[src/ccs_pkg.sv]
// Package for the C comment stripper: scan modes, character codes,
// result word type and queue sizing. No dependencies.
package ccs_pkg;

  // Scan modes, one-hot.
  typedef enum logic [6:0] {
    ModeNormal = 7'b0000001,
    ModeAngle  = 7'b0000010,
    ModeQuote  = 7'b0000100,
    ModeSlash  = 7'b0001000,
    ModeLine   = 7'b0010000,
    ModeBlock  = 7'b0100000,
    ModeStar   = 7'b1000000
  } scan_mode_e;

  // Characters that steer the scanner.
  localparam logic [7:0] ChLess    = 8'h3C;
  localparam logic [7:0] ChGreater = 8'h3E;
  localparam logic [7:0] ChQuote   = 8'h22;
  localparam logic [7:0] ChSlash   = 8'h2F;
  localparam logic [7:0] ChStar    = 8'h2A;
  localparam logic [7:0] ChNewline = 8'h0A;

  // One result word between front and back.
  typedef struct packed {
    logic       lone_slash_error;
    logic [7:0] out_byte;
  } ccs_item_t;

  // Queue between scanner and output stage.
  localparam int unsigned QDepth = 2;
  localparam int unsigned QPtrW  = (QDepth > 1) ? $clog2(QDepth) : 1;
  localparam int unsigned QCntW  = $clog2(QDepth + 1);

  // Handshake between queue and its neighbors.
  typedef struct packed {
    logic full;
    logic empty;
  } ccs_qstat_t;

endpackage

[src/ccs_front.sv]
// Scanner front end: accepts input words, tracks the scan mode and
// classifies each byte as kept, dropped or error. Depends on ccs_pkg.
module ccs_front import ccs_pkg::*; (
  input  logic       clk_i,
  input  logic       rst_ni,
  input  logic       in_valid_i,
  output logic       in_ready_o,
  input  logic [7:0] in_byte_i,
  input  ccs_qstat_t qstat_i,
  output logic       push_o,
  output ccs_item_t  item_o
);

  scan_mode_e mode_q, mode_d;
  logic       emit;
  logic       accept;

  assign in_ready_o = ~qstat_i.full;
  assign accept     = in_valid_i & ~qstat_i.full;

  // Next mode and result for the current byte.
  always_comb begin
    mode_d                 = mode_q;
    emit                   = 1'b0;
    item_o.out_byte        = in_byte_i;
    item_o.lone_slash_error = 1'b0;
    unique case (mode_q)
      ModeAngle: begin
        emit = 1'b1;
        if (in_byte_i == ChGreater) mode_d = ModeNormal;
      end
      ModeQuote: begin
        emit = 1'b1;
        if (in_byte_i == ChQuote) mode_d = ModeNormal;
      end
      ModeSlash: begin
        if (in_byte_i == ChSlash) begin
          mode_d = ModeLine;
        end else if (in_byte_i == ChStar) begin
          mode_d = ModeBlock;
        end else begin
          mode_d                  = ModeNormal;
          emit                    = 1'b1;
          item_o.out_byte         = 8'h00;
          item_o.lone_slash_error = 1'b1;
        end
      end
      ModeLine: begin
        if (in_byte_i == ChNewline) mode_d = ModeNormal;
      end
      ModeBlock: begin
        if (in_byte_i == ChStar) mode_d = ModeStar;
      end
      ModeStar: begin
        // Further stars keep waiting for the closing slash.
        if (in_byte_i == ChSlash) begin
          mode_d = ModeNormal;
        end else if (in_byte_i != ChStar) begin
          mode_d = ModeBlock;
        end
      end
      default: begin
        mode_d = ModeNormal;
        emit   = 1'b1;
        if (in_byte_i == ChLess) begin
          mode_d = ModeAngle;
        end else if (in_byte_i == ChQuote) begin
          mode_d = ModeQuote;
        end else if (in_byte_i == ChSlash) begin
          mode_d = ModeSlash;
          emit   = 1'b0;
        end
      end
    endcase
  end

  assign push_o = accept & emit;

  // Mode register advances on each accepted word.
  always_ff @(posedge clk_i or negedge rst_ni) begin
    if (!rst_ni) begin
      mode_q <= ModeNormal;
    end else if (accept) begin
      mode_q <= mode_d;
    end
  end

endmodule

[src/ccs_queue.sv]
// Short result queue between scanner and output stage, push and pop
// in the same cycle allowed. Depends on ccs_pkg.
module ccs_queue import ccs_pkg::*; (
  input  logic       clk_i,
  input  logic       rst_ni,
  input  logic       push_i,
  input  ccs_item_t  item_i,
  input  logic       pop_i,
  output ccs_item_t  item_o,
  output ccs_qstat_t qstat_o
);

  ccs_item_t        mem_q [QDepth];
  logic [QPtrW-1:0] wr_ptr_q, rd_ptr_q;
  logic [QCntW-1:0] cnt_q;
  logic             do_push, do_pop;

  assign qstat_o.full  = (cnt_q == QCntW'(QDepth));
  assign qstat_o.empty = (cnt_q == '0);
  assign do_push       = push_i & ~qstat_o.full;
  assign do_pop        = pop_i & ~qstat_o.empty;
  assign item_o        = mem_q[rd_ptr_q];

  // Storage write.
  always_ff @(posedge clk_i) begin
    if (do_push) begin
      mem_q[wr_ptr_q] <= item_i;
    end
  end

  // Pointers and fill count.
  always_ff @(posedge clk_i or negedge rst_ni) begin
    if (!rst_ni) begin
      wr_ptr_q <= '0;
      rd_ptr_q <= '0;
      cnt_q    <= '0;
    end else begin
      if (do_push) begin
        wr_ptr_q <= (wr_ptr_q == QPtrW'(QDepth - 1)) ? '0 : wr_ptr_q + 1'b1;
      end
      if (do_pop) begin
        rd_ptr_q <= (rd_ptr_q == QPtrW'(QDepth - 1)) ? '0 : rd_ptr_q + 1'b1;
      end
      if (do_push && !do_pop) begin
        cnt_q <= cnt_q + 1'b1;
      end else if (do_pop && !do_push) begin
        cnt_q <= cnt_q - 1'b1;
      end
    end
  end

endmodule

[src/ccs_back.sv]
// Output stage: takes result words from the queue into a registered
// stream master. Depends on ccs_pkg.
module ccs_back import ccs_pkg::*; (
  input  logic       clk_i,
  input  logic       rst_ni,
  input  ccs_item_t  item_i,
  input  ccs_qstat_t qstat_i,
  output logic       pop_o,
  output logic       out_valid_o,
  input  logic       out_ready_i,
  output ccs_item_t  out_item_o
);

  logic      valid_q;
  ccs_item_t data_q;

  // Load whenever the register is free or being drained.
  assign pop_o       = ~qstat_i.empty & (~valid_q | out_ready_i);
  assign out_valid_o = valid_q;
  assign out_item_o  = data_q;

  always_ff @(posedge clk_i or negedge rst_ni) begin
    if (!rst_ni) begin
      valid_q <= 1'b0;
    end else if (pop_o) begin
      valid_q <= 1'b1;
    end else if (out_ready_i) begin
      valid_q <= 1'b0;
    end
  end

  always_ff @(posedge clk_i) begin
    if (pop_o) begin
      data_q <= item_i;
    end
  end

endmodule

[src/c_comment_stripper.sv]
// C comment stripper top level: one source byte in per word, comment-free
// bytes and lone-slash errors out. Depends on ccs_pkg, ccs_front,
// ccs_queue and ccs_back.
//
// Usage: source text enters one byte per word on the s_axis channel
// (s_axis_tdata). Each byte yields zero or one word on m_axis: a kept
// byte in m_axis_tdata with m_axis_tuser low, or, for a slash followed
// by anything other than a slash or a star, one word with m_axis_tuser
// high and m_axis_tdata zero. Comment bytes produce no word.
// Throughput is one byte per cycle while the queue is not full, set by
// the scan mode register in the front end. Each word is registered in
// the queue, then in the output register. A two-entry queue separates the
// scanner from the output register, so the input keeps flowing while a
// finished word waits; when the receiver stalls, the queue fills and
// s_axis_tready drops until space frees up. Reset (rst_ni low,
// asynchronous) returns the scanner to normal text and empties the queue
// and the output register.
module c_comment_stripper import ccs_pkg::*; (
  input  logic       clk_i,
  input  logic       rst_ni,
  input  logic       s_axis_tvalid,
  output logic       s_axis_tready,
  input  logic [7:0] s_axis_tdata,   // [7:0] in_byte
  output logic       m_axis_tvalid,
  input  logic       m_axis_tready,
  output logic [7:0] m_axis_tdata,   // [7:0] out_byte
  output logic       m_axis_tuser    // [0] lone_slash_error
);

  ccs_qstat_t qstat;
  ccs_item_t  push_item, head_item, out_item;
  logic       push, pop;

  ccs_front u_front (
    .clk_i      (clk_i),
    .rst_ni     (rst_ni),
    .in_valid_i (s_axis_tvalid),
    .in_ready_o (s_axis_tready),
    .in_byte_i  (s_axis_tdata),
    .qstat_i    (qstat),
    .push_o     (push),
    .item_o     (push_item)
  );

  ccs_queue u_queue (
    .clk_i   (clk_i),
    .rst_ni  (rst_ni),
    .push_i  (push),
    .item_i  (push_item),
    .pop_i   (pop),
    .item_o  (head_item),
    .qstat_o (qstat)
  );

  ccs_back u_back (
    .clk_i       (clk_i),
    .rst_ni      (rst_ni),
    .item_i      (head_item),
    .qstat_i     (qstat),
    .pop_o       (pop),
    .out_valid_o (m_axis_tvalid),
    .out_ready_i (m_axis_tready),
    .out_item_o  (out_item)
  );

  assign m_axis_tdata = out_item.out_byte;
  assign m_axis_tuser = out_item.lone_slash_error;

endmodule
[config.mk]
export PLATFORM = sky130hd
export DESIGN_NAME = c_comment_stripper
export DESIGN_NICKNAME = d
export VERILOG_FILES = /design/src/ccs_pkg.sv /design/src/ccs_front.sv /design/src/ccs_queue.sv /design/src/ccs_back.sv /design/src/c_comment_stripper.sv
export SDC_FILE = /design/constraint.sdc
export NUM_CORES = 1
export LEC_CHECK = 0
export BUFFER_PORTS_ARGS = -buffer_cell sky130_fd_sc_hd__buf_2
export CAP_MARGIN = 15
export CORE_ASPECT_RATIO = 1.25
export CORE_MARGIN = 2
export CORE_UTILIZATION = 30
export CTS_CLUSTER_DIAMETER = 60
export CTS_CLUSTER_SIZE = 12
export DETAILED_ROUTE_END_ITERATION = 8
export GPL_TIMING_DRIVEN = 0
export SLEW_MARGIN = 20
export SYNTH_ARGS = -nofsm -noshare
export SYNTH_HDL_FRONTEND = slang
export SYNTH_HIERARCHICAL = 1
export SYNTH_SLANG_ARGS = --single-unit
[constraint.sdc]
create_clock -name clk_i -period 3.2 [get_ports clk_i]
set_clock_uncertainty 0.05 [all_clocks]
set_input_delay 0.16 -clock clk_i [delete_from_list [all_inputs] [get_ports clk_i]]
set_output_delay 0.16 -clock clk_i [all_outputs]
set_load 0.02 [all_outputs]
# Yosys cells after proc, flatten, opt, wreduce, memory -nomap -nowiden
# Memories as Yosys holds them, arrays and structs flattened. A register that Yosys moved wholly into a read port is not among the register bits.
# Index checks and enable logic that the tools add are counted.
[word_totals]
reg_bits = 12
ram_bits = 18
in_bits = 12
output_inout_bits = 11
n_memories = 1
[classes]
addsub = 4
n_eq_ne = 19
n_mux = 29
bitwise = 9
n_reduce_logical = 10
[mem_list]
columns = ["memory", "words", "word_bits", "rd", "rd_ports_with_merged_regs", "wr", "line", "text"]
rows = [
  ["u_queue.mem_q", 2, 9, 1, 1, 1, "ccs_queue.sv:13", "ccs_item_t mem_q [QDepth];"],
]
[op_table]
columns = ["operator", "count"]
rows = [
  ["7-bit two-way mux", 9],
  ["7-bit one-hot mux with 6 select lines", 1],
  ["8-bit by 6-bit equality test with 1-bit output (second input constant)", 5],
  ["9-bit two-way mux", 3],
  ["1-bit two-way mux", 11],
  ["8-bit by 4-bit equality test with 1-bit output (second input constant)", 1],
  ["2-bit by 1-bit inequality test with 1-bit output (second input constant)", 4],
  ["8-bit by 6-bit inequality test with 1-bit output (second input constant)", 1],
  ["7-bit by 2-bit equality test with 1-bit output (second input constant)", 1],
  ["7-bit by 3-bit equality test with 1-bit output (second input constant)", 1],
  ["7-bit by 4-bit equality test with 1-bit output (second input constant)", 1],
  ["7-bit by 5-bit equality test with 1-bit output (second input constant)", 1],
  ["7-bit by 6-bit equality test with 1-bit output (second input constant)", 1],
  ["7-bit equality test (second input constant)", 1],
  ["6-bit two-way mux", 1],
  ["6-bit AND reduction", 1],
  ["1-bit AND", 5],
  ["2-bit two-way mux", 2],
  ["4-bit two-way mux", 1],
  ["2-bit nonzero test", 2],
  ["3-bit by 1-bit inequality test with 1-bit output (second input constant)", 1],
  ["1-bit inverter", 3],
  ["1-bit one-hot mux with 3 select lines", 1],
  ["3-bit OR reduction", 1],
  ["9 further kinds", 12],
]

# Longest topological paths before layout
[logic_depth]
word_depth = 11
mapped_depth = 12
ltp_nobuf = 12

# Hierarchy
# The synthesis kept the hierarchy.
[modules_own_cells]
columns = ["mod", "instances", "cells_each", "area_per_inst_um2", "seq_area_each_um2"]
rows = [
  ["ccs_queue", 1, 47, 845.8, 640.6],
  ["ccs_front", 1, 78, 683.2, 176.4],
  ["ccs_back", 1, 14, 320.3, 295.3],
]

# Least setup slack after synthesis
# Ideal clock, no wire load.
[synth_path]
path_kind = "register to register"
start = "register u_front.mode_q[1]"
end = "memory u_queue/mem_q[0][0] (netlist name), enable pin"
setup_time_ns = 0.374
t_arrival_ns = 2.056
t_required_ns = 2.776
slack_ns = 0.720
path_stages_with_launch = 9
path_buffers = 0
path_cell_list = "dfrtp_1 > or3_1 > and4b_1 > nand2_1 > inv_1 > mux2i_1 > a21oi_1 > nand2_2 > nor2_1"
[synth_between]
elab_chain_cells = 7
[synth_rtl]
columns = ["element", "line", "text"]
rows = [
  ["start, declared", "ccs_front.sv:14", "scan_mode_e mode_q, mode_d;"],
  ["start signal, assigned", "ccs_front.sv:82", "mode_q <= ModeNormal;"],
  ["start signal, assigned", "ccs_front.sv:84", "mode_q <= mode_d;"],
  ["7-bit by 5-bit equality test with 1-bit output (tied with other cells)", "ccs_front.sv:27", "unique case (mode_q)"],
  ["3-bit OR reduction (no line) or 2-bit OR reduction (tied branches)", "n/a", ""],
  ["1-bit one-hot mux with 3 select lines *", "ccs_front.sv:27", ""],
  ["1-bit AND *", "ccs_front.sv:77", "assign push_o = accept & emit;"],
  ["via push", "c_comment_stripper.sv:32", "logic push, pop;"],
  ["1-bit AND *", "ccs_queue.sv:20", "assign do_push = push_i & ~qstat_o.full;"],
  ["1-bit two-way mux *", "ccs_queue.sv:26", "if (do_push) begin"],
  ["1-bit two-way mux (not written as such) *", "ccs_queue.sv:27", "mem_q[wr_ptr_q] <= item_i;"],
  ["end, declared", "ccs_queue.sv:13", ""],
]
# Mark *: on every way through the listed nets, which the timed path passes. The rest lies on a longest branch.

# Worst setup path in the final report
[layout_path]
start = "register u_front.mode_q[1]"
end = "memory u_queue/mem_q[0][4] (netlist name), enable pin"
# The elaborated chain is that of the path after synthesis.

==> summary.md <==
| Metric | Value |
|---|---|
| Status | finished clean |
| Hold/Removal Path Class | in2reg |
| Core area | roughly 0.0061 sq mm |
| Layout cells sized above 1 | 0.2765 |
| Routed Antenna Nets | 0 |
| Cell variety after synth | 40 |
| Port Buffers | 22 |
| Max cap viols | 0 |
| Pre-CTS setup slack | 353.6 ps |
| Worst setup margin | ~380 ps |
| Slew margin rel. | 0.5318 |
| Seq/Total Area, Yosys | 0.6015 |
| Hold Vio Cnt, Final | 0 |
| Clock Sinks | 39 |
| Vias per Instance | around 4.6 |
| Util after Layout | 0.3588 |
| Cell area after synthesis | around 0.0018 sq mm |
| RSZ-0062 raised after global routing | false |
| CP endpoint kind | register |
| Post-Syn Nets | between 150 and 200 |
| Vias in the first global route | 1,171 |
| Post-synth EDFFs | 27 |
| Filler instances | between 600 and 700 |
| Synth cell count leaders | 27 x edfxtp_1, 17 x nor2_1, 11 x dfrtp_1, 9 x inv_1, 9 x mux2_2 |
| DIE HEIGHT | between 90 and 100 um |
| Top achievable clock speed | 354.0 MHz |
| CP Class | reg2reg |
| Minimum clock period | around 2800 ps |
| DIE AREA | between 0.006 and 0.007 sq mm |
| Async SR Flop Fraction | 0.3077 |
| Worst-path clk slew | approximately 70 ps |
| H-tree Lvls | 2 |
| Ys flop type | edfxtp_1 |
| Largest net degree at the start of global routing | 13 |
| Clk_lat worst skew | around 280 ps |
| Nets@finish | between 150 and 200 |
| Setup TNS | 0 ps |
| Final max-slew violation count | 0 |
| First-pass GRT wire length | 5140 um |
| Final setup fails | 0 |
| Antenna violations before repair | 0 |
| Avg Inst Size Synth | between 10 and 15 sq um |
| Root buffer cell | clkbuf_8 |
| Ant diodes | 0 |
| Total Power | roughly 1.6 mW |
| Worst-case vdd ir drop | about 0.00023 V |
| I/O Pins | 23 |
| DR vias | about 1,200 |
| Leak | between 0.8 and 0.9 nW |
| Yosys reg bits | 39 |
| Area growth syn-to-layout | 18.06% |
| Post-synth top area share | 0.4384 |
| Wire per inst | around 12 um |
| Largest fanout on the critical path | 9 |
| Setup crit start kind | register |
| Top post-synthesis cells by area | edfxtp_1 44%, dfrtp_1 15%, mux2_2 5.5% |
| WL final | between 3000 and 4000 um |
| Critical Path AT | approximately 2700 ps |
| Row count | 32 |
| Flop-to-flop setup slack | 380 ps |
| DIE WIDTH | about 74 um |
| Most common cell in the netlist | edfxtp_1 |
| GRT Total Usage | 0.09848 |
| Pre-antenna DRT Iters | 4 |
| # resized after CTS | 0 |
| DP HPWL | around 2400 um |
| Global route overflow | 0 |
| Crit share post-route | 0.8827 |
| Cells after Synth | about 140 |
| Starting Density | 0.3039 |
| Power Dens Cells | 742.7 mW/mm^2 |
| DRC Markers | 0 |
| Cts bufs inserted | 5 |
| Routability cong. | slightly above 0.8 |
| Least-Margin Pin Slew | between 600 and 700 ps |
| WP data required | 3070 ps |
| Area leader, netlist | edfxtp_1 |
| CTS tree | yes |
| Synth Warn # | 6 |
| Max Root-Sink Buffers | 2 |
| DRT iter0 DRCs | 30 |
cells by family (layout without fill, tap and decap cells):
group	count (synthesis)	count (layout)	share of synthesized area
xor+xnor	8	8	0.03789
compound gates	14	14	0.05345
flops	39	39	0.6015
mux	18	18	0.1076
buf+inv	10	41	0.02097
fa+ha+maj	1	1	0.006765
simple gates	49	49	0.1719
layout by cell type, fill, tap and decap left out, types with 3 or more instances in the layout:
| master | instances |
|---|---|
| a21oi_1 | 3 |
| and2_1 | 3 |
| buf_2 | 23 |
| clkbuf_8 | 5 |
| dfrtp_1 | 11 |
| edfxtp_1 | 27 |
| inv_1 | 9 |
| mux2_1 | 6 |
| mux2_2 | 9 |
| mux2i_1 | 3 |
| nand3_1 | 5 |
| nand4b_1 | 5 |
| nor2_1 | 17 |
| xnor2_1 | 4 |
| xor2_1 | 4 |
per-stage QoR:
stage               hold WS, ps  std cells  cell area (sq um)
finish                    12.85        255               2183
global route              7.650        255               2183
CTS                       6.014        255               2183
detailed placement        10.45        246               2066
global placement          8.599        246               2066
floorplan                -185.6        139               1849
registers in the layout, indices dropped and copies added, names as in the netlist:
register / count
u_queue/wr_ptr_q: 1
u_queue/mem_q: 18
u_back/out_valid_o: 1
u_queue/rd_ptr_q: 1
u_queue/cnt_q: 2
u_front/mode_q: 7
u_back/out_item_o: 9
layer usage:
metal	vias to the layer above	wire [um]	global-route usage
met2	24	1688	0.1793
met4	0	70	0.05357
li1	578	-	-
met1	557	1199	0.09965
met5	-	0	0
met3	6	84	0.02308
cell type report:
type	count	area, sq um	share of cell area
plain buffers	1	5.005	0.002292
clock buffers	5	68.82	0.03152
clock inverters	3	38.79	0.01777
inverters	9	33.78	0.01547
multi-input cells	90	698.2	0.3198
flip-flops and latches	39	1112	0.5095
well taps	85	106.4	0.04871
repair buffers	23	120.1	0.05501
final timing paths:
| check | from | endpoint | cells after the start |
|---|---|---|---|
| worst max-delay path | u_front/mode_q[1] | u_queue/mem_q[0][4] | 8 |
| worst min-delay path | m_axis_tready | u_back/out_valid_o | 2 |
| worst max register to register | u_front/mode_q[1] | u_queue/mem_q[0][4] | 8 |
| worst min register to register | u_queue/wr_ptr_q | u_queue/wr_ptr_q | 1 |
| max in group asynchronous | rst_ni | u_front/mode_q[0] | 2 |
| min in group asynchronous | rst_ni | u_back/out_valid_o | 2 |
power by group:
part           leakage, nW  internal, mW  switching (mW)  total, mW
logic                0.420         0.186           0.280      0.466
registers            0.404         0.718          0.0455      0.763
clock network       0.0556         0.228           0.164      0.392
total                0.880          1.13           0.489       1.62
critical path, stage by stage (launching register included):
cell and delay [ps]:
dfrtp_1 430, or3_1 440, and4b_1 320, nand2_1 80, inv_1 150, mux2i_1 100, a21oi_1 240, nand2_2 100
nor2_1 550
repair_timing:
item	CTS	global route
setup buffers	0	0
endpoints found under the hold margin	12	0
hold buffers	1	0
(Power assumes the default switching activity.)
